[src/eidrn_pkg.sv]
`timescale 1ns / 1ps
`default_nettype none
package eidrn_pkg;

  // Default sizing
  localparam int MAX_VERTICES_DEF = 1024;
  localparam int DEGREE_WIDTH_DEF = 32;

  // Fixed field widths
  localparam int ORIG_W   = 64;
  localparam int IDX_W    = 10;
  localparam int OUT_ID_W = 10;
  localparam int OUT_DEG_W = 32;
  localparam int LIMIT_W  = 11;
  localparam int STAT_W   = 2;
  localparam int IN_TDATA_W  = 144;
  localparam int OUT_TDATA_W = 152;

  // Register indexes
  localparam logic REG_KEEP  = 1'b0;
  localparam logic REG_LIMIT = 1'b1;

  // Request kinds
  localparam logic REQ_EDGE = 1'b0;
  localparam logic REQ_READ = 1'b1;

  // Result status codes
  localparam logic [STAT_W-1:0] ST_OK    = 2'd0;
  localparam logic [STAT_W-1:0] ST_RANGE = 2'd1;
  localparam logic [STAT_W-1:0] ST_LIMIT = 2'd2;

  // Controller to datapath commands
  typedef struct packed {
    logic clr;
    logic load;
    logic p_start_t;
    logic p_next;
    logic rec_s;
    logic rec_t;
    logic decide;
    logic ins_s;
    logic ins_t;
    logic bump_wr;
    logic out_load;
  } eidrn_cmd_t;

  // Datapath to controller status
  typedef struct packed {
    logic clr_done;
    logic in_read;
    logic keep;
    logic hit;
    logic empty;
    logic dec_ok;
    logic s_new;
    logic t_new;
    logic out_free;
  } eidrn_sts_t;

endpackage
`default_nettype wire

[src/eidrn_ctrl.sv]
`timescale 1ns / 1ps
`default_nettype none
module eidrn_ctrl (
  input  wire logic                 clk,
  input  wire logic                 rst_n,
  input  wire logic                 in_valid,
  input  wire eidrn_pkg::eidrn_sts_t sts,
  output eidrn_pkg::eidrn_cmd_t     cmd,
  output logic                      in_ready
);
  import eidrn_pkg::*;

  typedef enum logic [15:0] {
    S_CLR  = 16'h0001,
    S_IDLE = 16'h0002,
    S_RD   = 16'h0004,
    S_RDW  = 16'h0008,
    S_PS   = 16'h0010,
    S_PSC  = 16'h0020,
    S_PT   = 16'h0040,
    S_PTC  = 16'h0080,
    S_DEC  = 16'h0100,
    S_INSS = 16'h0200,
    S_PT2  = 16'h0400,
    S_PT2C = 16'h0800,
    S_INST = 16'h1000,
    S_BR   = 16'h2000,
    S_BW   = 16'h4000,
    S_OUT  = 16'h8000
  } state_t;

  state_t state_r, state_nxt;

  always_ff @(posedge clk) begin
    if (!rst_n) begin
      state_r <= S_CLR;
    end else begin
      state_r <= state_nxt;
    end
  end

  // Sequencer
  always_comb begin
    state_nxt = state_r;
    cmd       = '0;
    in_ready  = 1'b0;
    unique case (state_r)
      S_CLR: begin
        cmd.clr = 1'b1;
        if (sts.clr_done) state_nxt = S_IDLE;
      end
      S_IDLE: begin
        in_ready = 1'b1;
        if (in_valid) begin
          cmd.load = 1'b1;
          if (sts.in_read) state_nxt = S_RD;
          else if (sts.keep) state_nxt = S_DEC;
          else state_nxt = S_PS;
        end
      end
      S_RD: state_nxt = S_RDW;
      S_RDW: begin
        if (sts.out_free) begin
          cmd.out_load = 1'b1;
          state_nxt    = S_IDLE;
        end
      end
      S_PS: state_nxt = S_PSC;
      S_PSC: begin
        if (sts.hit || sts.empty) begin
          cmd.rec_s     = 1'b1;
          cmd.p_start_t = 1'b1;
          state_nxt     = S_PT;
        end else begin
          cmd.p_next = 1'b1;
          state_nxt  = S_PS;
        end
      end
      S_PT: state_nxt = S_PTC;
      S_PTC: begin
        if (sts.hit || sts.empty) begin
          cmd.rec_t = 1'b1;
          state_nxt = S_DEC;
        end else begin
          cmd.p_next = 1'b1;
          state_nxt  = S_PT;
        end
      end
      S_DEC: begin
        cmd.decide = 1'b1;
        if (!sts.dec_ok) state_nxt = S_OUT;
        else if (sts.keep) state_nxt = S_BR;
        else if (sts.s_new) state_nxt = S_INSS;
        else if (sts.t_new) state_nxt = S_INST;
        else state_nxt = S_BR;
      end
      S_INSS: begin
        cmd.ins_s = 1'b1;
        if (sts.t_new) begin
          // target slot may have been taken; probe again
          cmd.p_start_t = 1'b1;
          state_nxt     = S_PT2;
        end else begin
          state_nxt = S_BR;
        end
      end
      S_PT2: state_nxt = S_PT2C;
      S_PT2C: begin
        if (sts.hit || sts.empty) begin
          cmd.rec_t = 1'b1;
          state_nxt = S_INST;
        end else begin
          cmd.p_next = 1'b1;
          state_nxt  = S_PT2;
        end
      end
      S_INST: begin
        cmd.ins_t = 1'b1;
        state_nxt = S_BR;
      end
      S_BR: state_nxt = S_BW;
      S_BW: begin
        cmd.bump_wr = 1'b1;
        state_nxt   = S_OUT;
      end
      S_OUT: begin
        if (sts.out_free) begin
          cmd.out_load = 1'b1;
          state_nxt    = S_IDLE;
        end
      end
      default: state_nxt = S_CLR;
    endcase
  end

endmodule
`default_nettype wire

[config.mk]
export PLATFORM = sky130hd
export DESIGN_NAME = eidrn_ctrl
export DESIGN_NICKNAME = d
export VERILOG_FILES = /design/src/eidrn_pkg.sv /design/src/eidrn_ctrl.sv
export SDC_FILE = /design/constraint.sdc
export NUM_CORES = 1
export LEC_CHECK = 0
export BUFFER_PORTS_ARGS = -buffer_cell sky130_fd_sc_hd__buf_2
export CAP_MARGIN = 20
export CELL_PAD_IN_SITES_DETAIL_PLACEMENT = 0
export CELL_PAD_IN_SITES_GLOBAL_PLACEMENT = 1
export CORE_MARGIN = 2
export CORE_UTILIZATION = 39
export CTS_CLUSTER_DIAMETER = 150
export CTS_CLUSTER_SIZE = 14
export DETAILED_ROUTE_END_ITERATION = 12
export PLACE_DENSITY_LB_ADDON = 0.1
export SETUP_SLACK_MARGIN = 0.2
export SLEW_MARGIN = 5
export SYNTH_ARGS = -nofsm -noshare
export SYNTH_HDL_FRONTEND = slang
export SYNTH_SLANG_ARGS = --single-unit
[constraint.sdc]
create_clock -name clk -period 2.77 [get_ports clk]
set_clock_uncertainty 0.05 [all_clocks]
set_input_delay 0.4155 -clock clk [delete_from_list [all_inputs] [get_ports clk]]
set_output_delay 0.4155 -clock clk [all_outputs]
set_load 0.005 [all_outputs]
==> results of run 1 <==
repair_timing:
action | CTS | global route
resized for setup | 6 | 9
setup buffers | 0 | 6
hold endpoints to repair | 0 | 0
setup endpoints to repair | 5 | 6
pin swaps | 0 | 4
cells in the final DEF (no fill, tap or decap), types with 3 or more instances in the layout:
| cell type | Yosys | final |
|---|---|---|
| nor4_1 | 9 | 5 |
| nand2_1 | 8 | 8 |
| dfxtp_1 | 16 | 14 |
| nor4b_1 | 3 | 3 |
| nor2_1 | 13 | 13 |
| buf_4 | 1 | 10 |
| nor3_1 | 4 | 3 |
| nor2_2 | 3 | 3 |
| inv_1 | 5 | 5 |
| nand4_1 | 5 | 5 |
| xnor2_1 | 6 | 6 |
| nor4_4 | 0 | 5 |
| nor4_2 | 4 | 3 |
| nand2b_1 | 5 | 4 |
| clkbuf_4 | 0 | 3 |
| buf_2 | 2 | 23 |
worst paths after layout:
check              startpoint     endpoint  slack (ps)  cells after the start
setup / recovery   state_r[7]       cmd[7]         300                      7
hold / removal         sts[7]   state_r[2]         320                      3
setup reg to reg  state_r[12]   state_r[5]         550                      5
hold reg to reg   state_r[14]  state_r[14]         460                      1
cell type report:
cell class / instances / share of cell area, %
inverter: 6 / 1.64
timing repair buffer: 33 / 13.8
clock buffer: 3 / 1.64
sequential: 16 / 23.5
multi-input combinational: 99 / 56.6
tap: 30 / 2.73
critical path, cell delays in order (launching register included):
cell and delay (ps):
dfxtp_1 390, nor4_4 390, nand3_2 220, nor4_2 270
buf_4 170, nor2_1 70, nor2_1 80, buf_2 110
metal layers:
metal  GRT usage (%)  routed length (um)
met3            2.53                 106
met1            25.1                1360
met2            30.3                1360
met4            6.80                  12
met5               0                   0
cell families (layout without fill, tap and decap cells):
logic type,after synthesis,count (layout),share of synthesized area [%]
AO/OA/AOI/OAI,18,18,14.5
buffers and inverters,10,42,5.61
XOR/XNOR,7,7,5.73
AND/OR/NAND/NOR,74,74,44.2
flip-flops,16,16,29.9
stage by stage:
step           hold slack [ps]  instance area (um^2)  worst slack (ps)  std cells
4_1_cts                    315                  1280               252        181
3_3_place_gp               458                  1210               379        178
2_1_floorplan              440                  1070               535        125
3_5_place_dp               487                  1210               382        178
6_report                   316                  1370               299        187
5_1_grt                    303                  1370               166        187
power by group through the flow:
stage          sequential [uW]  combinational (uW)  clock [uW]
2_1_floorplan              250                 194           0
3_3_place_gp               255                 246           0
3_5_place_dp               255                 245           0
4_1_cts                    252                 252         128
5_1_grt                    259                 302         144
6_report                   258                 272         126
==> impl_metrics.tcl, run 1 <==
set metrics [dict create \
    ant_nets 0 \
    ys_warn_count 0 \
    cts_made_buffers 3 \
    type_of_destination_of_the_critical_path "primary output" \
    gr-total-overflow 0 \
    dpl.hpwl_um 2100 \
    ir_drop_v 0.000260 \
    synth-seq-area-share_pct 29.9 \
    clk_pin_slew_worst_paths_ps 90 \
    htree_levels 1 \
    worst_ep_arrival_time_ps 2010 \
    wl_per_cell_um 15.1 \
    post_cts_hold_buffer_count 0 \
    clock_insertion_delay_worst_skew_ps 290 \
    synth_most_common_cell "dfxtp_1" \
    internal_power_uw 414 \
    cts_buffer_depth 2 \
    drt_first_pass_iters 4 \
    critical_path.max_fanout 6 \
    synth.net_count 137 \
    max_cap_violations 0 \
    die-height_um 56.4 \
    power_switching_share_pct 36.9 \
    clock_tree_from_tritoncts "built" \
    placementRows 18 \
    design.final.nets 171 \
    max_flop_register "state_r" \
    reg_top3 "state_r (16)" \
    netlist_area_pre_place_um2 1070 \
    cts_sinks 16 \
    power.sequential.fraction_pct 39.3 \
    timing.fmax_mhz 405 \
    drt_iter0_drc 23 \
    crit_start_category "flip-flop" \
    power_per_cell_area_nw_per_um2 477 \
    syn-instance-count 125 \
    final-seq-area_um2 323 \
    endpoints_failing_hold 0 \
    avgViaCountPerCell 5.67 \
    period_share_pct 89.2 \
    netSwitchingPower_uw 242 \
    antenna_found_initial 0 \
    yosys_most_used_dff "dfxtp_1" \
    largest_register_ffs 16 \
    number_of_global_route_vias_before_repair 1030 \
    synth.top_cells.by_area "dfxtp_1 (30%), nor4_1 (5.3%), xnor2_1 (4.9%)" \
    netlist.area_leader.share_pct 29.9 \
    finalCoreUtilization_pct 54.0 \
    post-route-min-period_ps 2470 \
    netlist.top_cell.by_area "dfxtp_1" \
    floorplan.die_area_um2 3180 \
    synth_top_cells_by_count "dfxtp_1 (16), nor2_1 (13), nor4_1 (9)" \
    setup_tns_ps 0 \
    largest_net_degree_at_the_start_of_global_routing 12 \
    report.final.setup_viol 0 \
    synth.lib_cells_used.distinct 47 \
    synth_enable_flop_cells 0 \
    die-width_um 56.4 \
    run_status "completed" \
    drt_drc_violations_left 0 \
    clock-root-buffer "clkbuf_4" \
    coreArea_um2 2540 \
    via_count 1060 \
    first_pass_grt_wire_length_um 4680 \
    io_buffers 23 \
    postSynthAreaPerCell_um2 8.56 \
    comb_power_share_pct 41.5 \
    unrepaired_setup_endpoints_after_global_routing "yes" \
    postSynthRegisterBits 16 \
    maxSlewHeadroom_pct 68.5 \
    required_time_of_the_critical_path_ps 2300 \
    grt_util_all_layers_pct 18.6 \
    synth-async-reset-ratio_pct 0 \
    multi_input_comb_area_um2 778 \
    worstHoldPathType "input port to flip-flop" \
    p_clk_share_pct 19.2 \
    initial_core_util_pct 42.0 \
    post-layout-total-power_uw 656 \
    floorplan.io_pins 24 \
    timing_max_transition_violations_final 0 \
    antennaDiodeCount 0 \
    gp_congestion 0.807 \
    cellLeakagePower_uw 0.000540 \
    fillers 250 \
    fraction_of_final_layout_cells_sized_beyond_drive_strength_1_pct 41.4 \
    flow.area_growth_from_synthesis_pct 28.4 \
    worst-slew-pin-transition_ps 469 \
    timing_worst_setup_path_type "flip-flop to primary output" \
    postRouteWirelength_um 2830 \
]
Power figures use the tool's default switching activity.
==> inputs of run 2 (changes only) <==
PLACE_DENSITY = 0.78   (was not set)
PLACE_DENSITY_LB_ADDON = not set   (was 0.1)
==> run 2 against run 1 <==
- design area grew 2.4%
- clock power increased by 27%
- global-route usage rose by 0.59 points
- highest routed layer unchanged
- largest power group unchanged
- hold slack gained 4.5 ps
- routed wire length up 11%
- combinational power grew 7.4%
- power grew 8.3%
==> impl_metrics.tcl, run 2 (synthesis results as in run 1) <==
set metrics [dict create \
    timing_worst_setup_path_type "flip-flop to primary output" \
    wl_per_cell_um 16.8 \
    flow.area_growth_from_synthesis_pct 31.5 \
    ant_nets 0 \
    antenna_found_initial 0 \
    clock-root-buffer "clkbuf_4" \
    worstHoldPathType "input port to flip-flop" \
    clk_pin_slew_worst_paths_ps 100 \
    type_of_destination_of_the_critical_path "primary output" \
    critical_path.max_fanout 9 \
    htree_levels 1 \
    report.final.setup_viol 0 \
    die-height_um 56.4 \
    via_count 1118 \
    avgViaCountPerCell 5.98 \
    worst_ep_arrival_time_ps 2050 \
    gr-total-overflow 0 \
    cts_buffer_depth 2 \
    crit_start_category "flip-flop" \
    post-layout-total-power_uw 710 \
    io_buffers 23 \
    design.final.nets 170 \
    drt_first_pass_iters 4 \
    critical_path.max_stage_delay_ps 420 \
    power_per_cell_area_nw_per_um2 505 \
    final_cell_mix "buf_2 (23), nor2_1 (13), dfxtp_1 (13)" \
    endpoints_failing_hold 0 \
    cts_sinks 16 \
    run_status "completed" \
    floorplan.io_pins 24 \
    die-width_um 56.4 \
    reg2regPathDepth 5 \
    min_path_cells 3 \
    layout_commonest_cell "buf_2" \
    worst_hold_slack_ps 321 \
    worst-slew-pin-transition_ps 483 \
    unrepaired_setup_endpoints_after_global_routing "yes" \
    initial_core_util_pct 42.0 \
    post-route-cell-area_um2 1410 \
    timing_max_transition_violations_final 0 \
    fraction_of_final_layout_cells_sized_beyond_drive_strength_1_pct 42.0 \
    finalCoreUtilization_pct 55.3 \
    drt_drc_violations_left 0 \
    floorplan.die_area_um2 3180 \
    path_cells "buf_4 -> nor4_2 -> nand4_1 -> or3b_1 -> nand2b_4 -> nand2_1 -> buf_2" \
    required_time_of_the_critical_path_ps 2300 \
    post-route-min-period_ps 2510 \
    number_of_global_route_vias_before_repair 1055 \
    largest_register_ffs 16 \
    ir_drop_v 0.000379 \
    gp_congestion 0.831 \
    first_pass_grt_wire_length_um 4800 \
    period_share_pct 90.8 \
    maxSlewHeadroom_pct 67.5 \
    clock_tree_from_tritoncts "built" \
    cellLeakagePower_uw 0.000540 \
    drt_iter0_drc 30 \
    placement.cell_area_um2 1230 \
    setup_tns_ps 0 \
    placementRows 18 \
    cts_made_buffers 3 \
    max_cap_violations 0 \
    largest_net_degree_at_the_start_of_global_routing 12 \
    timing.fmax_mhz 398 \
    dpl.hpwl_um 2200 \
    postRouteWirelength_um 3140 \
    clock_insertion_delay_worst_skew_ps 290 \
    antennaDiodeCount 0 \
    coreArea_um2 2540 \
    max_flop_register "state_r" \
    grt_util_all_layers_pct 19.2 \
    cell_at_the_slowest_stage_of_the_critical_path "or3b_1" \
    reg_top3 "state_r (16)" \
]
==> run 2: critical path: cells and delay by family, from the launching register on <==
kind,cells,cell delay [ps]
buffers and inverters,2,280
DFF,1,360
and+or+nand+nor,5,1110
==> run 2: path summary, 6_finish.rpt <==
path	startpoint	to	slack, ps
max reg2reg	state_r[12]	state_r[15]	500
min	sts[7]	state_r[2]	320
min reg2reg	state_r[14]	state_r[14]	490
max	state_r[0]	cmd[8]	260
==> run 2: where the power goes <==
part	total [uW]	leakage [uW]	internal, uW	switching, uW
clock network	160	0.0000210	80.1	79.7
registers	258	0.000131	242	15.6
logic	292	0.000388	125	167
total	710	0.000540	447	263
==> run 2: through the flow <==
stage | setup slack, ps | instances
2_1_floorplan | 535 | 125
3_3_place_gp | 323 | 180
3_5_place_dp | 236 | 180
4_1_cts | 226 | 184
5_1_grt | 174 | 187
6_report | 255 | 187
==> run 2: per-layer routing <==
metal | vias to the layer above | track usage (%) | share of wire, %
met2 | 42 | 33.3 | 52
met1 | 538 | 23.9 | 41
met4 | 0 | 8.16 | 1.9
met3 | 8 | 2.30 | 5.2
li1 | 530 | - | -
met5 | - | 0 | 0
==> run 2: what timing repair did <==
action	4_1_cts	5_1_grt
hold endpoints to repair	0	0
pin swaps	1	3
resized for setup	6	13
hold buffers	0	0
buffers inserted	0	3
endpoints found under the setup margin	5	8
==> run 2: layout make-up <==
class,instances,area (um^2)
well taps,30,37.5
flip-flops and latches,16,324
multi-input cells,99,803
clock buffers,4,36.3
inverters,6,22.5
repair buffers,32,183
fillers,228,1140
==> inputs of run 3 (changes only) <==
CORE_UTILIZATION = 35   (was 39)
PLACE_DENSITY = 0.74   (was 0.78)
clock period = 2.04 ns   (was 2.77 ns; I/O delays follow)
==> run 3 against run 2 <==
- the flow now finishes with violations (negative setup slack)
- first-iteration DRC count is 27% higher
- utilization is 12 points higher
- critical path depth stayed put
- critical endpoint unchanged
==> impl_metrics.tcl, run 3 (synthesis results as in run 1) <==
set metrics [dict create \
    unrepaired_setup_endpoints_after_global_routing "yes" \
    grt_util_all_layers_pct 22.5 \
    coreArea_um2 2980 \
    reg_top3 "state_r (16)" \
    cts_made_buffers 3 \
    reg2regPathDepth 4 \
    cellLeakagePower_uw 0.000822 \
    postRouteWirelength_um 3820 \
    worst-path-buf-inv 2 \
    via_count 1282 \
    floorplan.io_pins 24 \
    clk_pin_slew_worst_paths_ps 100 \
    cts_sinks 16 \
    placement.cell_area_um2 1430 \
    clock_insertion_delay_worst_skew_ps 310 \
    drt_first_pass_iters 4 \
    wl_per_cell_um 16.1 \
    finalCoreUtilization_pct 67.2 \
    worst_ep_arrival_time_ps 1990 \
    clock_tree_from_tritoncts "built" \
    avgViaCountPerCell 5.41 \
    fraction_of_final_layout_cells_sized_beyond_drive_strength_1_pct 66.2 \
    post-layout-total-power_uw 1280 \
    crit_start_category "flip-flop" \
    maxSlewHeadroom_pct 75.9 \
    drt_drc_violations_left 0 \
    layout_commonest_cell "buf_4" \
    post-route-worst-setup-slack_ps -305 \
    placementRows 20 \
    largest_register_ffs 16 \
    timing.hold.worst.start "sts[7]" \
    floorplan.die_area_um2 3510 \
    io_buffers 23 \
    max_flop_register "state_r" \
    number_of_global_route_vias_before_repair 1284 \
    worstHoldPathType "input port to flip-flop" \
    endpoints_failing_hold 0 \
    initial_core_util_pct 35.9 \
    post-route-cell-area_um2 2000 \
    worst-slew-pin-transition_ps 361 \
    antenna_found_initial 0 \
    worst_r2r_endpoint "state_r[1]" \
    final_cell_mix "buf_4 (41), buf_2 (20), buf_6 (17)" \
    timing.fmax_mhz 426 \
    crit_reg_reg_startpoint "state_r[13]" \
    timing_max_transition_violations_final 0 \
    dpl.hpwl_um 2390 \
    first_pass_grt_wire_length_um 5930 \
    critical_path.max_stage_delay_ps 420 \
    hold_critical_path_endpoint "state_r[2]" \
    ir_drop_v 0.000396 \
    critical_path.max_fanout 3 \
    type_of_destination_of_the_critical_path "primary output" \
    min_path_cells 3 \
    path_cells "nor4_4 -> buf_4 -> nand4_1 -> or3b_1 -> nand2b_4 -> nand2_1 -> buf_2" \
    cell_class_contributing_the_biggest_share_of_worst_path_delay "simple AND/OR/NAND/NOR gates" \
    clock-root-buffer "clkbuf_4" \
    period_share_pct 115 \
    htree_levels 1 \
    report.final.setup_viol 24 \
    drt_iter0_drc 38 \
    run_status "complete, but fails checks" \
    reg2reg_slack_ps -160 \
    violations_in_the_final_reports "negative setup slack" \
    gr-total-overflow 0 \
    cts_buffer_depth 2 \
    post-route-min-period_ps 2340 \
    timing_worst_setup_path_type "flip-flop to primary output" \
    max_cap_violations 0 \
    setup_tns_ps -2790 \
    ant_nets 0 \
    gp_congestion 0.839 \
    power_per_cell_area_nw_per_um2 638 \
    design.final.nets 217 \
    antennaDiodeCount 0 \
    cell_at_the_slowest_stage_of_the_critical_path "or3b_1" \
    largest_net_degree_at_the_start_of_global_routing 10 \
    flow.area_growth_from_synthesis_pct 87.0 \
    die-width_um 59.3 \
    die-height_um 59.3 \
    required_time_of_the_critical_path_ps 1680 \
]
-- run 3: changes by cell type in the layout (fill, tap and decap cells not counted), sizes merged --
cell and delta:
buf +46, nand2 +1
-- run 3: layout make-up --
cell class | count | area, um^2
inverter | 6 | 22.5
timing repair buffer | 78 | 599
multi-input combinational | 100 | 962
fill | 218 | 977
tap | 33 | 41.3
clock buffer | 4 | 36.3
sequential | 16 | 339
-- run 3: worst max path at each step --
stage | start | endpoint | depth (start not counted)
finish | state_r[12] | cmd[8] | 7
global route | state_r[12] | cmd[8] | 7
CTS | state_r[12] | cmd[8] | 7
detailed placement | state_r[13] | state_r[5] | 5
global placement | state_r[13] | state_r[5] | 5
floorplan | state_r[13] | state_r[14] | 6
-- run 3: routing by layer --
metal / part of all wire, % / track usage, % / up-vias
met5: 0 / 0 / -
met4: 1.7 / 9.42 / 0
met3: 4.5 / 6.33 / 8
met2: 51 / 37.2 / 29
met1: 42 / 27.1 / 613
li1: - / - / 632
-- run 3: metrics by stage --
step	hold slack, ps	std cells	worst slack [ps]
global placement	465	204	-42.9
finish	183	237	-305
global route	180	237	-385
floorplan	384	125	-0.705
detailed placement	481	204	-66.3
CTS	183	231	-252
-- run 3: worst reg2reg max path, delay by kind of cell (launching register included) --
kind / cells / cell delay [ps]
AO/OA/AOI/OAI: 2 / 640
flip-flops: 1 / 380
AND/OR/NAND/NOR: 2 / 1030
-- run 3: report_power, final --
part           internal (uW)  switching, uW
Clock                    109            116
Sequential               326           32.3
Combinational            362            330
Total                    797            478
-- run 3: what timing repair did --
action	4_1_cts	5_1_grt
endpoints found under the setup margin	28	28
buffers inserted	22	6
hold buffers	0	0
pin swaps	21	12
hold endpoints to repair	0	0
gates resized for setup	35	29
cloned	1	0
